`config.mk`:
```
export PLATFORM = sky130hd
export DESIGN_NAME = log_message_ring_buffer_unit
export DESIGN_NICKNAME = d
export VERILOG_FILES = /design/src/rtl/lmrb_pkg.sv /design/src/rtl/lmrb_ctrl.sv /design/src/rtl/lmrb_datapath.sv /design/src/rtl/log_message_ring_buffer_unit.sv
export VERILOG_INCLUDE_DIRS = /design/src /design/src/rtl
export SDC_FILE = /design/constraint.sdc
export NUM_CORES = 2
export LEC_CHECK = 0
export BUFFER_PORTS_ARGS = -buffer_cell sky130_fd_sc_hd__buf_4
export CELL_PAD_IN_SITES_DETAIL_PLACEMENT = 1
export CELL_PAD_IN_SITES_GLOBAL_PLACEMENT = 1
export CORE_ASPECT_RATIO = 1.2
export CORE_UTILIZATION = 57
export DETAILED_ROUTE_END_ITERATION = 10
export HOLD_SLACK_MARGIN = 0.03
export PLACE_DENSITY_LB_ADDON = 0.05
export SLEW_MARGIN = 10
export SYNTH_ARGS = -nofsm -noshare
export SYNTH_HDL_FRONTEND = slang
export SYNTH_SLANG_ARGS = --single-unit
```
`constraint.sdc`:
```
create_clock -name clock -period 12.48 [get_ports clock]
set_clock_uncertainty 0.1 [all_clocks]
set_input_delay 3.744 -clock clock [delete_from_list [all_inputs] [get_ports clock]]
set_output_delay 3.744 -clock clock [all_outputs]
set_load 0.01 [all_outputs]
```
`src/rtl/log_message_ring_buffer_unit_defines.svh`:
```
// assertion macros for the log message ring buffer unit
// no dependencies; included by the modules that carry assertions
`ifndef LOG_MESSAGE_RING_BUFFER_UNIT_DEFINES_SVH
`define LOG_MESSAGE_RING_BUFFER_UNIT_DEFINES_SVH

`ifndef SYNTHESIS

// clocked check, switched off while reset is high
`define LMRB_ASSERT(label, clk, rst, prop, msg) \
   label: assert property (@(posedge clk) disable iff (rst) prop) else $error(msg);

// clocked check that also holds across reset
`define LMRB_ASSERT_NORST(label, clk, prop, msg) \
   label: assert property (@(posedge clk) prop) else $error(msg);

`else

`define LMRB_ASSERT(label, clk, rst, prop, msg)
`define LMRB_ASSERT_NORST(label, clk, prop, msg)

`endif

`endif

```
`src/rtl/lmrb_pkg.sv`:
```
// shared types and constants of the log message ring buffer unit
// used by lmrb_ctrl, lmrb_datapath and the top level
package lmrb_pkg;

   // store geometry
   localparam int ADDR_W = 8;
   localparam int DEPTH  = 1 << ADDR_W;
   localparam int SIZE_W = ADDR_W + 1;

   localparam logic [7:0] SPACE_BYTE = 8'h20;
   localparam logic [7:0] NUL_BYTE   = 8'h00;

   // operation codes
   localparam logic [2:0] OP_PUT     = 3'd0;
   localparam logic [2:0] OP_GET     = 3'd1;
   localparam logic [2:0] OP_ADVANCE = 3'd2;
   localparam logic [2:0] OP_READ    = 3'd3;
   localparam logic [2:0] OP_CLEAR   = 3'd4;
   localparam logic [2:0] OP_RELEASE = 3'd5;

   // status codes
   localparam logic [2:0] ST_OK       = 3'd0;
   localparam logic [2:0] ST_NO_INIT  = 3'd1;
   localparam logic [2:0] ST_EMPTY    = 3'd2;
   localparam logic [2:0] ST_FULL     = 3'd3;
   localparam logic [2:0] ST_TRUNC    = 3'd4;
   localparam logic [2:0] ST_COMPLETE = 3'd5;
   localparam logic [2:0] ST_SPLIT    = 3'd6;

   // message flag bits
   localparam int FLAG_TRUNC_BIT  = 0;
   localparam int FLAG_REJECT_BIT = 1;

   // datapath step requested by the controller
   typedef enum logic [3:0] {
      DP_IDLE,
      DP_PUT,
      DP_GET_START,
      DP_GET_READ,
      DP_GET_CHECK,
      DP_ADV_START,
      DP_ADV_FILL,
      DP_READ_ISSUE,
      DP_READ_TAKE,
      DP_CLEAR_START,
      DP_CLEAR_FILL,
      DP_RELEASE,
      DP_RESULT_OK,
      DP_RESULT_NO_INIT,
      DP_RESULT_EMPTY
   } dp_op_type;

   typedef struct packed {
      logic      req_load;
      logic      rsp_load;
      dp_op_type op;
   } dp_cmd_type;

   typedef struct packed {
      logic [2:0] op;
      logic       ready;
      logic       used_zero;
      logic       fetched_zero;
      logic       scan_hit;
      logic       scan_end;
      logic       fill_last;
      logic       sweep_last;
      logic       rsp_free;
   } dp_status_type;

endpackage

```
`src/rtl/lmrb_ctrl.sv`:
```
// controller state machine of the log message ring buffer unit
// depends on lmrb_pkg and the assertion macro header
`include "log_message_ring_buffer_unit_defines.svh"

module lmrb_ctrl (
   input  logic                   clock,
   input  logic                   reset,
   input  logic                   req_valid,
   output logic                   req_ready,
   input  lmrb_pkg::dp_status_type status,
   output lmrb_pkg::dp_cmd_type    cmd
);
   import lmrb_pkg::*;

   typedef enum logic [2:0] {
      S_IDLE,
      S_EXEC,
      S_GET_RD,
      S_GET_CHK,
      S_ADV_FILL,
      S_RB_WAIT,
      S_CLR_FILL,
      S_DONE
   } state_type;

   state_type state_ff;
   state_type state_in;

   // a new transaction is taken when idle or while the last result is pushed out
   assign req_ready = (state_ff == S_IDLE) || ((state_ff == S_DONE) && status.rsp_free);

   // next state and datapath commands
   always_comb begin
      state_in     = state_ff;
      cmd.req_load = 1'b0;
      cmd.rsp_load = 1'b0;
      cmd.op       = DP_IDLE;
      unique case (state_ff)
         S_IDLE: begin
            if (req_valid) begin
               cmd.req_load = 1'b1;
               state_in     = S_EXEC;
            end
         end
         S_EXEC: begin
            state_in = S_DONE;
            unique case (status.op)
               OP_PUT: begin
                  cmd.op = DP_PUT;
               end
               OP_GET: begin
                  if (!status.ready) begin
                     cmd.op = DP_RESULT_NO_INIT;
                  end else if (status.used_zero) begin
                     cmd.op = DP_RESULT_EMPTY;
                  end else begin
                     cmd.op   = DP_GET_START;
                     state_in = S_GET_RD;
                  end
               end
               OP_ADVANCE: begin
                  if (!status.ready) begin
                     cmd.op = DP_RESULT_NO_INIT;
                  end else if (status.fetched_zero) begin
                     cmd.op = DP_RESULT_OK;
                  end else begin
                     cmd.op   = DP_ADV_START;
                     state_in = S_ADV_FILL;
                  end
               end
               OP_READ: begin
                  if (!status.ready) begin
                     cmd.op = DP_RESULT_NO_INIT;
                  end else begin
                     cmd.op   = DP_READ_ISSUE;
                     state_in = S_RB_WAIT;
                  end
               end
               OP_CLEAR: begin
                  cmd.op   = DP_CLEAR_START;
                  state_in = S_CLR_FILL;
               end
               OP_RELEASE: begin
                  cmd.op = DP_RELEASE;
               end
               default: begin
                  cmd.op = DP_RESULT_OK;
               end
            endcase
         end
         S_GET_RD: begin
            cmd.op   = DP_GET_READ;
            state_in = S_GET_CHK;
         end
         S_GET_CHK: begin
            cmd.op = DP_GET_CHECK;
            if (status.scan_hit || status.scan_end) begin
               state_in = S_DONE;
            end else begin
               state_in = S_GET_RD;
            end
         end
         S_ADV_FILL: begin
            cmd.op = DP_ADV_FILL;
            if (status.fill_last) begin
               state_in = S_DONE;
            end
         end
         S_RB_WAIT: begin
            cmd.op   = DP_READ_TAKE;
            state_in = S_DONE;
         end
         S_CLR_FILL: begin
            cmd.op = DP_CLEAR_FILL;
            if (status.sweep_last) begin
               state_in = S_DONE;
            end
         end
         S_DONE: begin
            if (status.rsp_free) begin
               cmd.rsp_load = 1'b1;
               if (req_valid) begin
                  cmd.req_load = 1'b1;
                  state_in     = S_EXEC;
               end else begin
                  state_in = S_IDLE;
               end
            end
         end
         default: begin
            state_in = S_IDLE;
         end
      endcase
   end

   // state register
   always_ff @(posedge clock) begin
      if (reset) begin
         state_ff <= S_IDLE;
      end else begin
         state_ff <= state_in;
      end
   end

   // checks
   `LMRB_ASSERT(a_accept_starts_exec, clock, reset, (req_valid && req_ready) |=> (state_ff == S_EXEC), "accepted transaction did not enter execute")
   `LMRB_ASSERT(a_check_follows_read, clock, reset, (state_ff == S_GET_CHK) |-> ($past(state_ff) == S_GET_RD), "scan check without a preceding store read")
   `LMRB_ASSERT(a_push_needs_room, clock, reset, cmd.rsp_load |-> status.rsp_free, "result pushed while output register busy")

endmodule

```
`src/rtl/lmrb_datapath.sv`:
```
// datapath of the log message ring buffer unit: store, pointers, message state
// and output register; depends on lmrb_pkg and the assertion macro header
`include "log_message_ring_buffer_unit_defines.svh"

module lmrb_datapath (
   input  logic                   clock,
   input  logic                   reset,
   input  logic [2:0]             req_operation,
   input  logic [7:0]             req_char_in,
   input  logic [7:0]             req_read_index,
   input  logic                   csr_write_enable,
   input  logic [8:0]             csr_write_data,
   output logic                   rsp_valid,
   input  logic                   rsp_ready,
   output logic [2:0]             rsp_status,
   output logic [7:0]             rsp_start_index,
   output logic [8:0]             rsp_length,
   output logic [7:0]             rsp_char_out,
   input  lmrb_pkg::dp_cmd_type    cmd,
   output lmrb_pkg::dp_status_type status
);
   import lmrb_pkg::*;

   localparam logic [SIZE_W-1:0] DEPTH_SIZE = SIZE_W'(DEPTH);
   localparam logic [SIZE_W-1:0] ONE_SIZE   = SIZE_W'(1);

   // store
   logic [7:0]        mem [DEPTH];
   logic [7:0]        rd_data_ff;
   logic              mem_we;
   logic [ADDR_W-1:0] mem_waddr;
   logic [7:0]        mem_wdata;
   logic [ADDR_W-1:0] mem_raddr;

   // latched transaction
   logic [2:0]        op_ff, op_in;
   logic [7:0]        char_ff, char_in;
   logic [7:0]        idx_ff, idx_in;

   // configuration and ring state
   logic [SIZE_W-1:0] buffer_size_ff, buffer_size_in;
   logic [SIZE_W-1:0] ring_size_ff, ring_size_in;
   logic [ADDR_W-1:0] write_pos_ff, write_pos_in;
   logic [ADDR_W-1:0] read_pos_ff, read_pos_in;
   logic [SIZE_W-1:0] used_ff, used_in;
   logic [SIZE_W-1:0] fetched_ff, fetched_in;
   logic              ready_ff, ready_in;
   logic              in_msg_ff, in_msg_in;
   logic [SIZE_W-1:0] room_ff, room_in;
   logic [1:0]        flags_ff, flags_in;

   // walking pointer for scan and fill
   logic [ADDR_W-1:0] walk_ff, walk_in;
   logic [SIZE_W-1:0] fill_cnt_ff, fill_cnt_in;

   // pending result
   logic [2:0]        res_status_ff, res_status_in;
   logic [7:0]        res_start_ff, res_start_in;
   logic [8:0]        res_len_ff, res_len_in;
   logic [7:0]        res_char_ff, res_char_in;

   // output register
   logic              rsp_valid_ff, rsp_valid_in;
   logic [2:0]        rsp_status_ff, rsp_status_in;
   logic [7:0]        rsp_start_ff, rsp_start_in;
   logic [8:0]        rsp_len_ff, rsp_len_in;
   logic [7:0]        rsp_char_ff, rsp_char_in;

   // derived values
   logic [SIZE_W-1:0] clamp_size;
   logic [ADDR_W-1:0] walk_next;
   logic [ADDR_W-1:0] write_next;
   logic [SIZE_W-1:0] scan_len;
   logic [SIZE_W-1:0] read_pos_ext;
   logic [SIZE_W:0]   fetch_end;

   // put decision
   logic [2:0]        put_status;
   logic              put_store;
   logic              put_in_msg;
   logic [SIZE_W-1:0] put_room;
   logic [1:0]        put_flags;

   assign read_pos_ext = {1'b0, read_pos_ff};
   assign fetch_end    = {1'b0, read_pos_ext} + {1'b0, fetched_ff};

   // ring size from the register, zero acting as one, clamped to the depth
   always_comb begin
      if (buffer_size_ff == '0) begin
         clamp_size = ONE_SIZE;
      end else if (buffer_size_ff > DEPTH_SIZE) begin
         clamp_size = DEPTH_SIZE;
      end else begin
         clamp_size = buffer_size_ff;
      end
   end

   // pointer steps with wrap at the ring size
   assign walk_next  = (({1'b0, walk_ff} + ONE_SIZE) == ring_size_ff) ? '0 : walk_ff + 1'b1;
   assign write_next = (({1'b0, write_pos_ff} + ONE_SIZE) == ring_size_ff) ? '0
                                                                          : write_pos_ff + 1'b1;
   assign scan_len   = {1'b0, walk_ff} - read_pos_ext + ONE_SIZE;

   // put character: message start, rejection, truncation
   always_comb begin
      logic [SIZE_W-1:0] free_v;
      logic              reject_v;
      free_v     = ring_size_ff - used_ff;
      put_status = ST_OK;
      put_store  = 1'b0;
      put_in_msg = in_msg_ff;
      put_room   = room_ff;
      put_flags  = flags_ff;
      reject_v   = 1'b0;
      if (!ready_ff) begin
         put_status = ST_NO_INIT;
      end else begin
         if (!in_msg_ff) begin
            put_flags = '0;
            if (free_v == '0) begin
               // no room at message start: whole message dropped
               put_flags[FLAG_REJECT_BIT] = 1'b1;
               put_in_msg                 = (char_ff != NUL_BYTE);
               put_status                 = ST_FULL;
               reject_v                   = 1'b1;
            end else begin
               put_room   = free_v - ONE_SIZE;
               put_in_msg = 1'b1;
            end
         end
         if (!reject_v) begin
            if (put_flags[FLAG_REJECT_BIT]) begin
               put_status = ST_FULL;
               if (char_ff == NUL_BYTE) begin
                  put_in_msg = 1'b0;
                  put_flags  = '0;
               end
            end else if (char_ff == NUL_BYTE) begin
               put_store  = 1'b1;
               put_status = put_flags[FLAG_TRUNC_BIT] ? ST_TRUNC : ST_OK;
               put_in_msg = 1'b0;
               put_flags  = '0;
               put_room   = '0;
            end else begin
               if (put_room != '0) begin
                  put_store = 1'b1;
                  put_room  = put_room - ONE_SIZE;
               end else begin
                  put_flags[FLAG_TRUNC_BIT] = 1'b1;
               end
               put_status = put_flags[FLAG_TRUNC_BIT] ? ST_TRUNC : ST_OK;
            end
         end
      end
   end

   // next values of all registers
   always_comb begin
      op_in          = op_ff;
      char_in        = char_ff;
      idx_in         = idx_ff;
      buffer_size_in = buffer_size_ff;
      ring_size_in   = ring_size_ff;
      write_pos_in   = write_pos_ff;
      read_pos_in    = read_pos_ff;
      used_in        = used_ff;
      fetched_in     = fetched_ff;
      ready_in       = ready_ff;
      in_msg_in      = in_msg_ff;
      room_in        = room_ff;
      flags_in       = flags_ff;
      walk_in        = walk_ff;
      fill_cnt_in    = fill_cnt_ff;
      res_status_in  = res_status_ff;
      res_start_in   = res_start_ff;
      res_len_in     = res_len_ff;
      res_char_in    = res_char_ff;
      mem_we         = 1'b0;
      mem_waddr      = walk_ff;
      mem_wdata      = SPACE_BYTE;
      mem_raddr      = (cmd.op == DP_READ_ISSUE) ? idx_ff : walk_ff;

      // take a new transaction and reset its result fields
      if (cmd.req_load) begin
         op_in         = req_operation;
         char_in       = req_char_in;
         idx_in        = req_read_index;
         res_status_in = ST_OK;
         res_start_in  = '0;
         res_len_in    = '0;
         res_char_in   = '0;
      end

      unique case (cmd.op)
         DP_IDLE: begin
         end
         DP_PUT: begin
            res_status_in = put_status;
            in_msg_in     = put_in_msg;
            room_in       = put_room;
            flags_in      = put_flags;
            if (put_store) begin
               mem_we       = 1'b1;
               mem_waddr    = write_pos_ff;
               mem_wdata    = char_ff;
               write_pos_in = write_next;
               if (used_ff < ring_size_ff) begin
                  used_in = used_ff + ONE_SIZE;
               end
            end
         end
         DP_GET_START: begin
            walk_in      = read_pos_ff;
            res_start_in = read_pos_ff;
         end
         DP_GET_READ: begin
         end
         DP_GET_CHECK: begin
            // terminator found or physical end of the ring reached
            if (status.scan_hit || status.scan_end) begin
               res_len_in    = scan_len;
               fetched_in    = scan_len;
               res_status_in = status.scan_hit ? ST_COMPLETE : ST_SPLIT;
            end else begin
               walk_in = walk_ff + 1'b1;
            end
         end
         DP_ADV_START: begin
            walk_in     = read_pos_ff;
            fill_cnt_in = fetched_ff;
         end
         DP_ADV_FILL: begin
            mem_we      = 1'b1;
            walk_in     = walk_next;
            fill_cnt_in = fill_cnt_ff - ONE_SIZE;
            if (status.fill_last) begin
               read_pos_in = walk_next;
               used_in     = (fetched_ff > used_ff) ? '0 : used_ff - fetched_ff;
               fetched_in  = '0;
            end
         end
         DP_READ_ISSUE: begin
         end
         DP_READ_TAKE: begin
            res_char_in = rd_data_ff;
         end
         DP_CLEAR_START: begin
            ring_size_in = clamp_size;
            write_pos_in = '0;
            read_pos_in  = '0;
            used_in      = '0;
            fetched_in   = '0;
            in_msg_in    = 1'b0;
            room_in      = '0;
            flags_in     = '0;
            ready_in     = 1'b1;
            walk_in      = '0;
         end
         DP_CLEAR_FILL: begin
            mem_we  = 1'b1;
            walk_in = walk_ff + 1'b1;
         end
         DP_RELEASE: begin
            ready_in = 1'b0;
         end
         DP_RESULT_OK: begin
            res_status_in = ST_OK;
         end
         DP_RESULT_NO_INIT: begin
            res_status_in = ST_NO_INIT;
         end
         DP_RESULT_EMPTY: begin
            res_status_in = ST_EMPTY;
         end
         default: begin
         end
      endcase

      // configuration write
      if (csr_write_enable) begin
         buffer_size_in = csr_write_data;
      end
   end

   // output register
   always_comb begin
      rsp_valid_in  = rsp_valid_ff;
      rsp_status_in = rsp_status_ff;
      rsp_start_in  = rsp_start_ff;
      rsp_len_in    = rsp_len_ff;
      rsp_char_in   = rsp_char_ff;
      if (cmd.rsp_load) begin
         rsp_valid_in  = 1'b1;
         rsp_status_in = res_status_ff;
         rsp_start_in  = res_start_ff;
         rsp_len_in    = res_len_ff;
         rsp_char_in   = res_char_ff;
      end else if (rsp_ready) begin
         rsp_valid_in = 1'b0;
      end
   end

   // store: one write and one registered read per cycle
   always_ff @(posedge clock) begin
      if (mem_we) begin
         mem[mem_waddr] <= mem_wdata;
      end
      rd_data_ff <= mem[mem_raddr];
   end

   // control registers
   always_ff @(posedge clock) begin
      if (reset) begin
         buffer_size_ff <= DEPTH_SIZE;
         ring_size_ff   <= DEPTH_SIZE;
         write_pos_ff   <= '0;
         read_pos_ff    <= '0;
         used_ff        <= '0;
         fetched_ff     <= '0;
         ready_ff       <= 1'b0;
         in_msg_ff      <= 1'b0;
         room_ff        <= '0;
         flags_ff       <= '0;
         walk_ff        <= '0;
         fill_cnt_ff    <= '0;
         rsp_valid_ff   <= 1'b0;
      end else begin
         buffer_size_ff <= buffer_size_in;
         ring_size_ff   <= ring_size_in;
         write_pos_ff   <= write_pos_in;
         read_pos_ff    <= read_pos_in;
         used_ff        <= used_in;
         fetched_ff     <= fetched_in;
         ready_ff       <= ready_in;
         in_msg_ff      <= in_msg_in;
         room_ff        <= room_in;
         flags_ff       <= flags_in;
         walk_ff        <= walk_in;
         fill_cnt_ff    <= fill_cnt_in;
         rsp_valid_ff   <= rsp_valid_in;
      end
   end

   // payload registers
   always_ff @(posedge clock) begin
      op_ff         <= op_in;
      char_ff       <= char_in;
      idx_ff        <= idx_in;
      res_status_ff <= res_status_in;
      res_start_ff  <= res_start_in;
      res_len_ff    <= res_len_in;
      res_char_ff   <= res_char_in;
      rsp_status_ff <= rsp_status_in;
      rsp_start_ff  <= rsp_start_in;
      rsp_len_ff    <= rsp_len_in;
      rsp_char_ff   <= rsp_char_in;
   end

   // status towards the controller
   assign status.op           = op_ff;
   assign status.ready        = ready_ff;
   assign status.used_zero    = (used_ff == '0);
   assign status.fetched_zero = (fetched_ff == '0);
   assign status.scan_hit     = (rd_data_ff == NUL_BYTE);
   assign status.scan_end     = (({1'b0, walk_ff} + ONE_SIZE) == ring_size_ff);
   assign status.fill_last    = (fill_cnt_ff == ONE_SIZE);
   assign status.sweep_last   = (walk_ff == '1);
   assign status.rsp_free     = !rsp_valid_ff || rsp_ready;

   assign rsp_valid       = rsp_valid_ff;
   assign rsp_status      = rsp_status_ff;
   assign rsp_start_index = rsp_start_ff;
   assign rsp_length      = rsp_len_ff;
   assign rsp_char_out    = rsp_char_ff;

   // checks
   `LMRB_ASSERT(a_used_within_ring, clock, reset, used_ff <= ring_size_ff, "used count exceeds ring size")
   `LMRB_ASSERT(a_read_pos_within_ring, clock, reset, read_pos_ext < ring_size_ff, "read position outside ring")
   `LMRB_ASSERT(a_fetch_within_ring, clock, reset, fetch_end <= {1'b0, ring_size_ff}, "fetched span runs past ring end")
   `LMRB_ASSERT_NORST(a_reset_empties_output, clock, reset |=> (!rsp_valid_ff && !ready_ff), "reset left output valid or store ready")

endmodule

```
`src/rtl/log_message_ring_buffer_unit.sv`:
```
// top level of the log message ring buffer unit
// instantiates lmrb_ctrl and lmrb_datapath; depends on lmrb_pkg
//
//   channel   direction  handshake              payload
//   req_      in         req_valid / req_ready  operation, char_in, read_index
//   rsp_      out        rsp_valid / rsp_ready  status, start_index, length, char_out
//   csr_      in         csr_write_enable       buffer_size (csr_write_data)
//
// put, release and the not-initialised, empty and plain cases go from execute to done;
// read byte issues a registered store read and then takes the data; get does a registered
// store read, then a check, per byte scanned; advance writes a space over each fetched
// byte; clear writes spaces over all 256 store bytes; reset is synchronous and clears
// control state only; store bytes are undefined until a clear; a transaction is taken
// while a result waits, and work stalls at its end until the output register frees up
module log_message_ring_buffer_unit (
   input  logic       clock,
   input  logic       reset,
   input  logic       req_valid,
   output logic       req_ready,
   input  logic [2:0] req_operation,
   input  logic [7:0] req_char_in,
   input  logic [7:0] req_read_index,
   output logic       rsp_valid,
   input  logic       rsp_ready,
   output logic [2:0] rsp_status,
   output logic [7:0] rsp_start_index,
   output logic [8:0] rsp_length,
   output logic [7:0] rsp_char_out,
   input  logic       csr_write_enable,
   input  logic [8:0] csr_write_data
);
   import lmrb_pkg::*;

   dp_cmd_type    cmd;
   dp_status_type status;

   // sequencer
   lmrb_ctrl u_ctrl (
      .clock     (clock),
      .reset     (reset),
      .req_valid (req_valid),
      .req_ready (req_ready),
      .status    (status),
      .cmd       (cmd)
   );

   // store and registers
   lmrb_datapath u_datapath (
      .clock            (clock),
      .reset            (reset),
      .req_operation    (req_operation),
      .req_char_in      (req_char_in),
      .req_read_index   (req_read_index),
      .csr_write_enable (csr_write_enable),
      .csr_write_data   (csr_write_data),
      .rsp_valid        (rsp_valid),
      .rsp_ready        (rsp_ready),
      .rsp_status       (rsp_status),
      .rsp_start_index  (rsp_start_index),
      .rsp_length       (rsp_length),
      .rsp_char_out     (rsp_char_out),
      .cmd              (cmd),
      .status           (status)
   );

endmodule
```
==> reports/qor.csv <==
metric,value,unit
outcome,completed,
post-cts-setup-buffer-count,0,
crit_required,8.64,ns
numPlacedInstances,8537,
synthFlopType,edfxtp_1,
avgViaCountPerCell,6.52,
setup_tns,0,ns
post_cts_resized,0,
maxCapViolCount,0,
clock_latency,0.87,ns
p_comb_share,23.1,%
fin_nets,6721,
cp-end-kind,output pin,
io_buffers,62,
slew_viol_final,0,
critPathMaxStageDelay,0.32,ns
hold_viol,0,
grt.overflow.total,0,
yosys.area.top_type,edfxtp_1,
p_seq_share,42.5,%
utilization,63.4,%
cp.arrival,4.67,ns
boundaryPins,63,
synth_area_leaders,"edfxtp_1, nand2_1, mux2i_1, dfxtp_1, nand3_1",
drt-initial-drc-count,5967,
rsz0062_at_grt,no,
syn_inst,6659,
grt_pass1_wl,405,mm
critPathKind,in -> out,
clockRootBuffer,clkbuf_16,
rows,160,
path_buf_inv,2,
final_cells,8923,
fp.coreArea,158000,um^2
synth.distinct_cells,93,
finalWeightedCongestion,0.848,
min_period_over_period,68.2,%
grt_max_degree,221,
cts_buffer_depth,3,
synth_area_per_cell,13.6,um^2
async_flop_share,0,%
ff_latch_area,65500,um^2
synth.ff_latch_count,2217,
drcViolationCount,0,
fmax,117,MHz
multi_input_area,23300,um^2
min_from,u_datapath.res_start_ff[3]$_SDFFCE_PN0P_,
fin_crit,8.51,ns
dieArea,161000,um^2
crit_chain,buf_4 -> nand2b_1 -> nor2b_2 -> or2_2 -> buf_4,
numCtsBuffers,210,
p_clk_share,34.4,%
syn_nets,6737,
cp-start-kind,input port,
hold_depth,0,
min_to,u_datapath.rsp_start_index[3]$_DFFE_PP_,
post-dp-hpwl,167,mm
peakVddDrop,0.141,mV
r2r-end,u_datapath.mem[46][0]$_DFFE_PP_,
path_max_fanout,3,
n_fill_cell,14700,
start_util,57.3,%
drive_gt1_share,10.5,%
first_pass_iters,6,
slew_headroom,8.59,%
cts_num_sinks,2217,
drt-total-wl,279,mm
synth-edff-count,2111,
r2r_slack,5.21,ns
hold_buffers,0,
clk_pin_slew,0.06,ns
yosys_warnings,0,
fp.dieH,439,um
worst_path_max_delay_cell,or2_2,
die_w,366,um
r2r_cells,19,
hp-class,reg -> reg,
antenna_left,0,
switching_share,31.5,%
intPower,13.3,mW
synth_top_cell_area_share,69.9,%
grt_usage,34.5,%
antenna_found_initial,9,
path_common_cell,buf_4,
power_density,194,nW/um^2
r2r_start,u_datapath.ring_size_ff[0]$_SDFFE_PP0P_,
synth_area,90700,um^2
ys_seq_area_share,72.2,%
cts_max_level,4,
grt_pass1_vias,60400,
p_leak,32.6,nW
setup_violations,0,
vias,58200,
cts_tree,yes,
cp_top_family,simple AND/OR/NAND/NOR gates,
area_growth,10.6,%
power_switching,6.13,mW
worstMarginPinSlew,1.37,ns
wl_per_cell,31.3,um
## routing by layer
| layer | track usage [%] | part of all wire, % | vias to the layer above |
|---|---|---|---|
| met5 | 0 | 0.013 | - |
| met4 | 17.2 | 5.3 | 6 |
| met3 | 5.99 | 7.6 | 641 |
| met2 | 58.0 | 49 | 2562 |
| met1 | 43.3 | 38 | 30100 |
| li1 | - | - | 24900 |
## layout by cell type (no fill, tap or decap), types with 30 or more instances in the layout
cell and count:
a21oi_1 306, a31oi_1 166, a32o_1 33, buf_4 163
bufinv_16 33, clkbuf_1 39, clkbuf_16 215, clkinv_1 33
clkinv_2 39, dfxtp_1 106, edfxtp_1 2111, ha_1 42
inv_1 62, mux2i_1 335, nand2_1 1379, nand3_1 314
nand4_1 107, nor2_1 315, nor2_2 91, nor3_1 50
nor4_1 79, o21ai_0 115, o22ai_1 137, xor2_1 30
## synth_stat cells (20+ instances only)
cell type and instances:
inv_1 62, a21oi_1 308, buf_6 24, nand3_1 314
and3_1 21, mux2i_1 339, nor4_1 87, a32oi_1 24
nor3_1 51, nor2_2 92, and2_1 25, xor2_1 30
nand2_1 1382, clkbuf_1 170, a211oi_1 20, ha_1 42
nand2b_1 25, o22ai_1 137, buf_2 158, a31oi_1 172
dfxtp_1 106, buf_1 33, nand4_1 107, edfxtp_1 2111
a211o_1 25, nor2_1 316, o21ai_0 116, a32o_1 33
mux4_2 28, xnor2_1 25
## power groups by stage
stage	logic, mW	clock network [mW]	registers [mW]
floorplan	2.83	0	8.35
global placement	4.24	0	8.42
detailed placement	4.40	0	8.43
CTS	4.46	6.73	8.27
global route	4.76	6.96	8.28
finish	4.50	6.69	8.28
## kinds of logic after synthesis
group                      count (synthesis)  share of synthesized area (%)
buffers and inverters                    467                           2.46
and+or+nand+nor                         2492                           12.1
muxes                                    383                           4.83
DFF                                     2217                           72.2
adders and majority gates                 45                          0.646
AOI/OAI and AO/OA                       1000                           7.19
xor gates and xnor gates                  55                          0.531
## area by class of cell
type	instances	share of cell area (%)
clock inverters	126	1.55
flip-flops and latches	2217	65.3
diodes	1	0.00249
well taps	2106	2.63
multi-input cells	3975	23.2
clock buffers	259	5.58
repair buffers	176	1.48
inverters	63	0.236
## state kept, by name, indices dropped and copies added, names as in the netlist, 9 cells and up
signal and count:
u_datapath.rsp_length 9, u_datapath.fill_cnt_ff 9, u_datapath.res_len_ff 9, u_datapath.fetched_ff 9, u_datapath.used_ff 9, u_datapath.buffer_size_ff 9
u_datapath.room_ff 9, u_datapath.ring_size_ff 9, u_datapath.mem 2048
## worst max path at each step
| stage | from | end | slack (ns) | cells past startpoint |
|---|---|---|---|---|
| after floorplan | rsp_ready | req_ready | 3.12 | 3 |
| after global placement | rsp_ready | req_ready | 3.97 | 5 |
| after detailed placement | rsp_ready | req_ready | 3.97 | 5 |
| after CTS | rsp_ready | req_ready | 3.96 | 5 |
| after global routing | rsp_ready | req_ready | 3.93 | 5 |
| final | rsp_ready | req_ready | 3.97 | 5 |
## through the flow
step	setup slack [ns]	total power, mW	hold WS (ns)	area, um^2
after floorplan	3.12	11.2	0.300	90700
after global placement	3.97	12.7	0.309	93100
after detailed placement	3.97	12.8	0.309	93200
after CTS	3.96	19.5	0.324	100000
after global routing	3.93	20.0	0.330	100000
final	3.97	19.5	0.323	100000
No activity file was read; power rests on OpenSTA's default activity.
